==> src/hw/rtl/pdd_pkg.sv <==
`timescale 1ns / 1ps

package pdd_pkg;

    localparam int DATA_W     = 32;
    localparam int CW_W       = 5;
    localparam int CODE_W     = 31;
    localparam int STEP_W     = 48;
    localparam int ICNT_W     = 16;
    localparam int CFG_IDX_W  = 2;
    localparam int CFG_DATA_W = 48;
    localparam int STORE_W    = 63;
    localparam int HELD_W     = 6;
    localparam int NRES_W     = 6;
    localparam logic [NRES_W-1:0] MAX_RESULTS = 6'd32;

    localparam logic FUNC_REF  = 1'b0;
    localparam logic FUNC_DATA = 1'b1;

    localparam logic [CW_W-1:0] CW_RESET = 5'd8;

    typedef enum logic [CFG_IDX_W-1:0] {
        CFG_CODE_WIDTH = 2'd0,
        CFG_OFFSET     = 2'd1,
        CFG_STEP       = 2'd2,
        CFG_ITEM_COUNT = 2'd3
    } t_cfg_idx;

    // bit store controls
    typedef struct packed {
        logic clear;
        logic append;
        logic pop;
    } t_buf_ctl;

    // arithmetic unit controls
    typedef struct packed {
        logic load;
        logic capture;
        logic mul_lo;
        logic mul_hi;
        logic add_q;
        logic acc;
    } t_ar_ctl;

endpackage

==> src/hw/rtl/pdd_if.sv <==
`timescale 1ns / 1ps

interface pdd_in_if
    import pdd_pkg::*;
();
    logic              valid;
    logic              ready;
    logic              func;
    logic [DATA_W-1:0] packed_word;
    logic [DATA_W-1:0] ref_value;

    modport source (output valid, output func, output packed_word, output ref_value,
                    input ready);
    modport sink   (input valid, input func, input packed_word, input ref_value,
                    output ready);
endinterface

interface pdd_out_if
    import pdd_pkg::*;
();
    logic              valid;
    logic              ready;
    logic [DATA_W-1:0] value;
    logic              last_of_word;
    logic              track_done;

    modport source (output valid, output value, output last_of_word, output track_done,
                    input ready);
    modport sink   (input valid, input value, input last_of_word, input track_done,
                    output ready);
endinterface

==> src/hw/rtl/packed_delta_dequantizer_top.sv <==
`timescale 1ns / 1ps

// channel  | dir | handshake     | payload
// i_in     | in  | valid / ready | func, packed_word, ref_value
// o_out    | out | valid / ready | value, last_of_word, track_done
// i_cfg_*  | in  | write enable  | i_cfg_idx, i_cfg_data
//
// a reference word or a discarded data word is taken without leaving idle
// a data word yielding codes keeps ready low until its last code is accumulated: one shared
// 32x32 multiplier is used twice per code, then a rounding add and a
// saturating accumulate, four steps per code under the sequencer
// reset is synchronous, active low; no clearing pass is needed
// a result waiting in the output register stalls the accumulate step only

module packed_delta_dequantizer_top
    import pdd_pkg::*;
#(
    parameter int COUNT_BITS = 16
) (
    input  logic                  i_clk,
    input  logic                  i_rst_n,
    pdd_in_if.sink                i_in,
    pdd_out_if.source             o_out,
    input  logic                  i_cfg_we,
    input  logic [CFG_IDX_W-1:0]  i_cfg_idx,
    input  logic [CFG_DATA_W-1:0] i_cfg_data
);

    typedef enum logic [2:0] {
        S_IDLE,
        S_HEAD,
        S_MUL_LO,
        S_MUL_HI,
        S_ADDQ,
        S_ACC
    } t_state;

    // configuration registers
    logic [CW_W-1:0]   r_cfg_cw;
    logic [DATA_W-1:0] r_cfg_off;
    logic [STEP_W-1:0] r_cfg_step;
    logic [ICNT_W-1:0] r_cfg_cnt;

    // sequencer state
    t_state                r_state;
    logic [NRES_W-1:0]     r_n;
    logic [COUNT_BITS-1:0] r_cd;

    // output register
    logic              r_out_valid;
    logic [DATA_W-1:0] r_out_value;
    logic              r_out_last;
    logic              r_out_done;

    logic                  in_acc;
    logic                  out_free;
    logic                  cont;
    logic                  over;
    logic [CW_W-1:0]       w_eff;
    logic [COUNT_BITS-1:0] limit;
    logic [CODE_W-1:0]     code;
    logic                  avail;
    logic [DATA_W-1:0]     acc_value;
    t_buf_ctl              buf_ctl;
    t_ar_ctl               ar_ctl;

    always_ff @(posedge i_clk) begin
        if (!i_rst_n) begin
            r_cfg_cw   <= CW_RESET;
            r_cfg_off  <= '0;
            r_cfg_step <= '0;
            r_cfg_cnt  <= '0;
        end else if (i_cfg_we) begin
            unique case (t_cfg_idx'(i_cfg_idx))
                CFG_CODE_WIDTH: r_cfg_cw   <= i_cfg_data[CW_W-1:0];
                CFG_OFFSET:     r_cfg_off  <= i_cfg_data[DATA_W-1:0];
                CFG_STEP:       r_cfg_step <= i_cfg_data[STEP_W-1:0];
                CFG_ITEM_COUNT: r_cfg_cnt  <= i_cfg_data[ICNT_W-1:0];
            endcase
        end
    end

    always_comb begin
        // width zero decodes as one bit
        w_eff    = (r_cfg_cw == '0) ? CW_W'(1) : r_cfg_cw;
        limit    = COUNT_BITS'(r_cfg_cnt);
        over     = (r_cd >= limit);
        in_acc   = i_in.valid && i_in.ready;
        out_free = !r_out_valid || o_out.ready;
        // another code follows in this word: room for results, bits, and count
        cont     = (r_n < MAX_RESULTS) && avail && !over;

        buf_ctl.clear  = in_acc && (i_in.func == FUNC_REF);
        buf_ctl.append = in_acc && (i_in.func == FUNC_DATA) && !over;
        buf_ctl.pop    = (r_state == S_HEAD) || ((r_state == S_ACC) && out_free && cont);

        ar_ctl.load    = buf_ctl.clear;
        ar_ctl.capture = buf_ctl.pop;
        ar_ctl.mul_lo  = (r_state == S_MUL_LO);
        ar_ctl.mul_hi  = (r_state == S_MUL_HI);
        ar_ctl.add_q   = (r_state == S_ADDQ);
        ar_ctl.acc     = (r_state == S_ACC) && out_free;
    end

    assign i_in.ready         = (r_state == S_IDLE);
    assign o_out.valid        = r_out_valid;
    assign o_out.value        = r_out_value;
    assign o_out.last_of_word = r_out_last;
    assign o_out.track_done   = r_out_done;

    pdd_bitbuf u_bitbuf (
        .i_clk   (i_clk),
        .i_rst_n (i_rst_n),
        .i_ctl   (buf_ctl),
        .i_width (w_eff),
        .i_word  (i_in.packed_word),
        .o_code  (code),
        .o_avail (avail)
    );

    pdd_arith u_arith (
        .i_clk    (i_clk),
        .i_rst_n  (i_rst_n),
        .i_ctl    (ar_ctl),
        .i_code   (code),
        .i_ref    (i_in.ref_value),
        .i_offset (r_cfg_off),
        .i_step   (r_cfg_step),
        .o_value  (acc_value)
    );

    // sequencer and output register
    always_ff @(posedge i_clk) begin
        if (!i_rst_n) begin
            r_state     <= S_IDLE;
            r_n         <= '0;
            r_cd        <= '0;
            r_out_valid <= 1'b0;
        end else begin
            // a new result replaces the one leaving in the same cycle
            if (ar_ctl.acc) begin
                r_out_valid <= 1'b1;
            end else if (o_out.ready) begin
                r_out_valid <= 1'b0;
            end
            if (buf_ctl.pop) begin
                r_n  <= r_n + NRES_W'(1);
                r_cd <= r_cd + COUNT_BITS'(1);
            end
            unique case (r_state)
                S_IDLE: begin
                    if (buf_ctl.clear) begin
                        r_cd <= '0;
                    end else if (buf_ctl.append) begin
                        r_n     <= '0;
                        r_state <= S_HEAD;
                    end
                end
                S_HEAD:   r_state <= S_MUL_LO;
                S_MUL_LO: r_state <= S_MUL_HI;
                S_MUL_HI: r_state <= S_ADDQ;
                S_ADDQ:   r_state <= S_ACC;
                S_ACC: begin
                    if (out_free) begin
                        r_out_value <= acc_value;
                        r_out_last  <= !cont;
                        r_out_done  <= over;
                        r_state     <= cont ? S_MUL_LO : S_IDLE;
                    end
                end
                default: r_state <= S_IDLE;
            endcase
        end
    end

    // count never runs past the configured limit while a word is worked
    a_cd_limit : assert property (@(posedge i_clk) disable iff (!i_rst_n)
        (r_state != S_IDLE) |-> (r_cd <= limit))
        else $error("code count beyond limit");

    // no more than the allowed results per word
    a_res_cap : assert property (@(posedge i_clk) disable iff (!i_rst_n)
        r_n <= MAX_RESULTS)
        else $error("too many results for one word");

    // the final code of a track always closes its word
    a_done_last : assert property (@(posedge i_clk) disable iff (!i_rst_n)
        (r_out_valid && r_out_done) |-> r_out_last)
        else $error("track done without last of word");

    // a popped code reaches the accumulate step by way of the MUL_LO, MUL_HI and ADDQ states
    a_pop_emit : assert property (@(posedge i_clk) disable iff (!i_rst_n)
        buf_ctl.pop |-> ##4 (r_state == S_ACC))
        else $error("code pipeline out of step");

endmodule

==> src/hw/rtl/pdd_bitbuf.sv <==
`timescale 1ns / 1ps

module pdd_bitbuf
    import pdd_pkg::*;
(
    input  logic              i_clk,
    input  logic              i_rst_n,
    input  t_buf_ctl          i_ctl,
    input  logic [CW_W-1:0]   i_width,
    input  logic [DATA_W-1:0] i_word,
    output logic [CODE_W-1:0] o_code,
    output logic              o_avail
);

    logic [STORE_W-1:0] r_store;
    logic [HELD_W-1:0]  r_held;

    logic [CW_W-1:0]    held_lo;
    logic [STORE_W-1:0] keep_mask;
    logic [STORE_W-1:0] code_mask;

    always_comb begin
        held_lo   = r_held[CW_W-1:0];
        keep_mask = (STORE_W'(1) << held_lo) - STORE_W'(1);
        code_mask = (STORE_W'(1) << i_width) - STORE_W'(1);
        o_code    = CODE_W'(r_store & code_mask);
        o_avail   = (r_held >= HELD_W'(i_width));
    end

    always_ff @(posedge i_clk) begin
        if (!i_rst_n) begin
            r_store <= '0;
            r_held  <= '0;
        end else if (i_ctl.clear) begin
            r_store <= '0;
            r_held  <= '0;
        end else if (i_ctl.append) begin
            // new word goes above the bits still held (count taken mod 32)
            r_store <= (r_store & keep_mask) | (STORE_W'(i_word) << held_lo);
            r_held  <= {1'b1, held_lo};
        end else if (i_ctl.pop) begin
            r_store <= r_store >> i_width;
            r_held  <= r_held - HELD_W'(i_width);
        end
    end

endmodule

==> src/hw/rtl/pdd_arith.sv <==
`timescale 1ns / 1ps

module pdd_arith
    import pdd_pkg::*;
(
    input  logic              i_clk,
    input  logic              i_rst_n,
    input  t_ar_ctl           i_ctl,
    input  logic [CODE_W-1:0] i_code,
    input  logic [DATA_W-1:0] i_ref,
    input  logic [DATA_W-1:0] i_offset,
    input  logic [STEP_W-1:0] i_step,
    output logic [DATA_W-1:0] o_value
);

    logic [STEP_W-1:0]   r_mag;
    logic                r_neg;
    logic [CODE_W-1:0]   r_code;
    logic [63:0]         r_prod;
    logic [31:0]         r_lornd;
    logic [62:0]         r_q;
    logic [DATA_W:0]     r_base;
    logic [DATA_W-1:0]   r_run;

    logic [31:0]         mul_a;
    logic [31:0]         mul_b;
    logic [47:0]         lo_sum;
    logic [64:0]         q_ext;
    logic [64:0]         sum;
    logic                sat_hi;
    logic                sat_lo;

    always_comb begin
        mul_a  = {1'b0, r_code};
        mul_b  = i_ctl.mul_hi ? r_mag[47:16] : {16'b0, r_mag[15:0]};
        lo_sum = r_prod[47:0] + 48'h8000;
        q_ext  = {2'b00, r_q};
        sum    = {{32{r_base[DATA_W]}}, r_base} + (r_neg ? (~q_ext + 65'd1) : q_ext);
        sat_hi = !sum[64] && (sum[63:31] != '0);
        sat_lo = sum[64] && (sum[63:31] != '1);
        if (sat_hi) begin
            o_value = 32'h7FFF_FFFF;
        end else if (sat_lo) begin
            o_value = 32'h8000_0000;
        end else begin
            o_value = sum[31:0];
        end
    end

    // step magnitude and sign, settle while the block is idle
    always_ff @(posedge i_clk) begin
        r_neg <= i_step[STEP_W-1];
        r_mag <= i_step[STEP_W-1] ? (~i_step + STEP_W'(1)) : i_step;
    end

    always_ff @(posedge i_clk) begin
        if (i_ctl.capture) begin
            r_code <= i_code;
        end
        if (i_ctl.mul_lo || i_ctl.mul_hi) begin
            r_prod <= 64'(mul_a) * 64'(mul_b);
        end
        if (i_ctl.mul_hi) begin
            r_lornd <= lo_sum[47:16];
            r_base  <= {r_run[DATA_W-1], r_run} + {i_offset[DATA_W-1], i_offset};
        end
        if (i_ctl.add_q) begin
            r_q <= r_prod[62:0] + {31'b0, r_lornd};
        end
    end

    always_ff @(posedge i_clk) begin
        if (!i_rst_n) begin
            r_run <= '0;
        end else if (i_ctl.load) begin
            r_run <= i_ref;
        end else if (i_ctl.acc) begin
            r_run <= o_value;
        end
    end

endmodule

==> src/flat_wrapper.sv <==
// flat-port wrapper written by rule: the top's interface ports become plain ports
module packed_delta_dequantizer_top_flat import pdd_pkg::*;
#(
    parameter int COUNT_BITS = 16
)
  (i_clk, i_rst_n, i_cfg_we, i_cfg_idx, i_cfg_data, i_in_valid, i_in_func, i_in_packed_word, i_in_ref_value, i_in_ready, o_out_valid, o_out_value, o_out_last_of_word, o_out_track_done, o_out_ready);
  pdd_in_if i_in_i ();
  pdd_out_if o_out_i ();
  input  logic i_clk;
  input  logic i_rst_n;
  input  logic i_cfg_we;
  input  logic [CFG_IDX_W-1:0] i_cfg_idx;
  input  logic [CFG_DATA_W-1:0] i_cfg_data;
  input wire logic [$bits(i_in_i.valid)-1:0] i_in_valid;
  input wire logic [$bits(i_in_i.func)-1:0] i_in_func;
  input wire logic [$bits(i_in_i.packed_word)-1:0] i_in_packed_word;
  input wire logic [$bits(i_in_i.ref_value)-1:0] i_in_ref_value;
  output wire logic [$bits(i_in_i.ready)-1:0] i_in_ready;
  output wire logic [$bits(o_out_i.valid)-1:0] o_out_valid;
  output wire logic [$bits(o_out_i.value)-1:0] o_out_value;
  output wire logic [$bits(o_out_i.last_of_word)-1:0] o_out_last_of_word;
  output wire logic [$bits(o_out_i.track_done)-1:0] o_out_track_done;
  input wire logic [$bits(o_out_i.ready)-1:0] o_out_ready;
  assign i_in_i.valid = i_in_valid;
  assign i_in_i.func = i_in_func;
  assign i_in_i.packed_word = i_in_packed_word;
  assign i_in_i.ref_value = i_in_ref_value;
  assign i_in_ready = i_in_i.ready;
  assign o_out_valid = o_out_i.valid;
  assign o_out_value = o_out_i.value;
  assign o_out_last_of_word = o_out_i.last_of_word;
  assign o_out_track_done = o_out_i.track_done;
  assign o_out_i.ready = o_out_ready;
  packed_delta_dequantizer_top #(.COUNT_BITS(COUNT_BITS)) u_core (.i_clk(i_clk), .i_rst_n(i_rst_n), .i_in(i_in_i), .o_out(o_out_i), .i_cfg_we(i_cfg_we), .i_cfg_idx(i_cfg_idx), .i_cfg_data(i_cfg_data));
endmodule
==> config.mk <==
export PLATFORM = sky130hd
export DESIGN_NAME = packed_delta_dequantizer_top_flat
export DESIGN_NICKNAME = d
export VERILOG_FILES = /design/src/hw/rtl/pdd_pkg.sv /design/src/hw/rtl/pdd_if.sv /design/src/hw/rtl/packed_delta_dequantizer_top.sv /design/src/hw/rtl/pdd_bitbuf.sv /design/src/hw/rtl/pdd_arith.sv /design/src/flat_wrapper.sv
export SDC_FILE = /design/constraint.sdc
export NUM_CORES = 2
export LEC_CHECK = 0
export BUFFER_PORTS_ARGS = -buffer_cell sky130_fd_sc_hd__buf_2
export CORE_AREA = 2 2 435 437
export CTS_BUF_LIST = sky130_fd_sc_hd__clkbuf_4 sky130_fd_sc_hd__clkbuf_8
export CTS_CLUSTER_SIZE = 12
export DETAILED_ROUTE_END_ITERATION = 6
export DIE_AREA = 0 0 437 439
export SLEW_MARGIN = 10
export SYNTH_ARGS = -nofsm -noshare
export SYNTH_HDL_FRONTEND = slang
export SYNTH_SLANG_ARGS = --single-unit
==> constraint.sdc <==
create_clock -name i_clk -period 9.5 [get_ports i_clk]
set_input_delay 0.475 -clock i_clk [delete_from_list [all_inputs] [get_ports i_clk]]
set_output_delay 0.475 -clock i_clk [all_outputs]
set_load 0.01 [all_outputs]
==> flow_summary_export.csv <==
group,metric,value,unit
run_status,outcome,"complete, no violations",
sta,period_share,95.56,%
sta,finalSetupViolCount,0,
placed_design,place_congestion,0.9647,
pwr,ir_drop,0.1036,mV
clock_tree,cts_tree,"done",
flow_run,maxCapViolations,0,
grt,grt_pass1_wl,352.1,mm
floorplanning,die_y,439,um
final_layout,instances_no_fill,10114,
critical_path,reg2reg_from,"u_core.r_state[2]",
grt,antenna_found_initial,14,
sta,period_needed,9.078,ns
grt,overflow,0,
placed_design,portBuffers,155,
final_layout,multi_input_area,0.04883,mm2
critical_path,cp_top_family,"adder cells",
grt,grt_pass1_vias,55875,
sta,worst_clock_skew,0.05481,ns
sta,relSlewSlack,14.32,%
critical_path,end_kind,"register",
critical_path,startpoint,"u_core.r_state[2]",
detailed_routing,dr.pass1.iters,5,
logic_synthesis,avgSynthCellArea,8.969,um2
pwr,power_leakage,33.23,nW
critical_path,path_buf_inv,6,
floorplanning,rows,159,
logic_synthesis,synthDistinctLibCells,87,
logic_synthesis,synth_cells,7486,
hold_path,hp-start,"i_cfg_data[1]",
floorplanning,coreArea,0.1870,mm2
detailed_routing,vias,55320,
final_layout,drive_gt1_share,8.378,%
detailed_routing,wl,233.9,mm
logic_synthesis,synth_top_cell_area_share,25.94,%
logic_synthesis,synth_warnings,0,
clock_tree,clk_latency,0.82,ns
logic_synthesis,syn_nets,8888,
clock_tree,cts_htree_levels,3,
logic_synthesis,ys_seq_elements,533,
placed_design,placed_cell_area,0.07085,mm2
clock_tree,clockBufferDepth,3,
logic_synthesis,netlist_top_cells_area,"fa_1 26%, edfxtp_1 11%, dfxtp_1 8.3%",
placed_design,dpl.cell_count,9873,
floorplanning,die_w,437,um
sta,hold_viol,0,
clock_tree,cts_sinks,533,
floorplanning,start_util,35.90,%
hold_path,min_path_type,"input port to register",
logic_synthesis,synth_edf_count,256,
final_layout,nNetsFinal,8943,
critical_path,critPathRequiredTime,10.01,ns
logic_synthesis,synth_ff_type,"dfxtp_1",
detailed_routing,drc,0,
critical_path,crit_slowest_cell,"and2_1",
final_layout,final_cell_area,0.07360,mm2
sta,worst_pin_slew,1.285,ns
clock_tree,clk_pin_slew_worst_paths,0.06,ns
critical_path,crit_type,"register to register",
sta,fmaxAchievable,0.1102,GHz
detailed_routing,drt_iter0_markers,4985,
final_layout,final_common_cell,"nand2_1",
floorplanning,io-pin-count,156,
sta,tns,0,ns
detailed_routing,vias_per_cell,5.470,
critical_path,start_kind,"register",
critical_path,crit_arrival,9.59,ns
pwr,finalPower,8.225,mW
clock_tree,cts_made_buffers,95,
pwr,power_density,111.8,mW/mm2
logic_synthesis,synthArstFlopShare,0,%
final_layout,final_cell_mix,"1064 x nand2_1, 925 x inv_1, 870 x fa_1",
detailed_routing,post_drt_wl_per_cell,23.12,um
critical_path,slowest_delay,0.66,ns
logic_synthesis,synth_area,0.06714,mm2
critical_path,crit_top_cell,"fa_1",
grt,grt_max_degree,111,
final_layout,nFillCells,18864,
grt,grtUsageTotal,24.03,%
clock_tree,root_buffer,"clkbuf_8",
logic_synthesis,yosysTopAreaCell,"fa_1",
placed_design,place_hpwl,186.2,mm
final_layout,syn_to_final_growth,9.622,%
sta,rsz0062_at_grt,"no",
floorplanning,fp.dieArea,0.1918,mm2
final_layout,regArea,0.01324,mm2
detailed_routing,antenna_left,0,
logic_synthesis,yosysSeqAreaShare,19.71,%
critical_path,crit_fanout,76,
sta,slew_violations,0,
==> state kept, by name (all words and copies together) (netlist names), 3 cells and up <==
name,flops
u_core.r_cd,16
u_core.r_cfg_off,32
u_core.limit,16
u_core.u_arith.r_run,32
u_core.o_out.value,32
u_core.u_arith.r_prod,63
u_core.u_bitbuf.r_store,63
u_core.r_n,6
u_core.u_bitbuf.r_held,6
u_core.r_state,3
u_core.u_arith.r_lornd,32
u_core.r_cfg_step,48
u_core.u_arith.r_base,33
u_core.u_arith.r_code,31
u_core.u_arith.r_q,63
u_core.u_arith.r_mag,48
u_core.r_cfg_cw,5
==> kinds of logic after synthesis <==
family                   after synthesis  share of synthesized area [%]
XOR/XNOR                             353                          4.616
adder cells (fa/ha/maj)             1282                          33.62
buffers and inverters               1378                          7.710
AND/OR/NAND/NOR                     2359                          16.89
flip-flops                           533                          19.71
AO/OA/AOI/OAI                       1286                          12.60
multiplexers                         294                          4.857
other                                  1                       0.005585
==> where the power goes <==
part           switching [mW]  internal, mW  leakage (nW)  total (mW)
registers               0.216          2.60          4.60        2.81
clock network            1.07          1.32          1.09        2.38
logic                    1.91          1.11          27.5        3.03
total                    3.20          5.03          33.2        8.22
==> per-stage QoR <==
step	setup slack (ns)	hold WS (ns)	util, %
2_1_floorplan	0.6507	0.3729	-
3_3_place_gp	0.3572	0.4254	37.89
3_5_place_dp	0.2679	0.4302	37.89
4_1_cts	0.2681	0.001546	39.30
5_1_grt	0.008757	0.06045	39.35
6_report	0.4216	0.07810	39.36
==> final cells by class <==
class	instances	share of cell area, %
inverters	932	4.755
repair buffers	404	3.890
multi-input cells	5575	66.34
flip-flops and latches	533	17.99
well taps	2495	4.242
clock inverters	37	0.5304
clock buffers	134	2.234
diodes	4	0.01360
==> routing by layer <==
| metal | wire, um | up-vias | global-route usage [%] |
|---|---|---|---|
| met4 | 14100 | 14 | 11.97 |
| met2 | 106500 | 2161 | 38.56 |
| met3 | 16270 | 551 | 4.120 |
| met5 | 84 | - | 0 |
| li1 | - | 24956 | - |
| met1 | 96930 | 27638 | 31.26 |
==> worst paths after layout <==
kind                                     to  slack, ns  depth (start not counted)
setup / recovery  u_core.u_arith.r_prod[61]       0.42                         28
hold / removal              u_core.limit[1]       0.08                          3
setup reg to reg  u_core.u_arith.r_prod[61]       0.42                         28
hold reg to reg     u_core.u_arith.r_mag[0]       0.45                          0
==> worst reg2reg max path: cells and delay by family, from the launching register on <==
kind                       cells  cell delay (ns)
and+or+nand+nor                4             1.13
xor gates and xnor gates       1             0.17
buffers and inverters          6             0.94
DFF                            1             0.31
AOI/OAI and AO/OA              8             1.72
adders and majority gates      9             4.56
==> Yosys cell counts, types with 50 or more instances <==
cell type  number
a211oi_1       69
a21boi_0      110
a21o_1        115
a21oi_1       316
and2_1        332
and3_1        273
clkbuf_1      406
dfxtp_1       277
edfxtp_1      256
fa_1          870
ha_1          412
inv_1         925
mux2i_1       229
nand2_1      1064
nand3_1        85
nand4_1        50
nor2_1        274
nor3_1         73
o21ai_0       250
xnor2_1       258
xor2_1         94
==> timing repair <==
| action | CTS | global route |
|---|---|---|
| hold buffers | 61 | 0 |
| resized for setup | 0 | 4 |
| setup endpoints to repair | 0 | 6 |
| buffers inserted | 0 | 5 |
| endpoints found under the hold margin | 98 | 0 |
(Power assumes the default switching activity.)
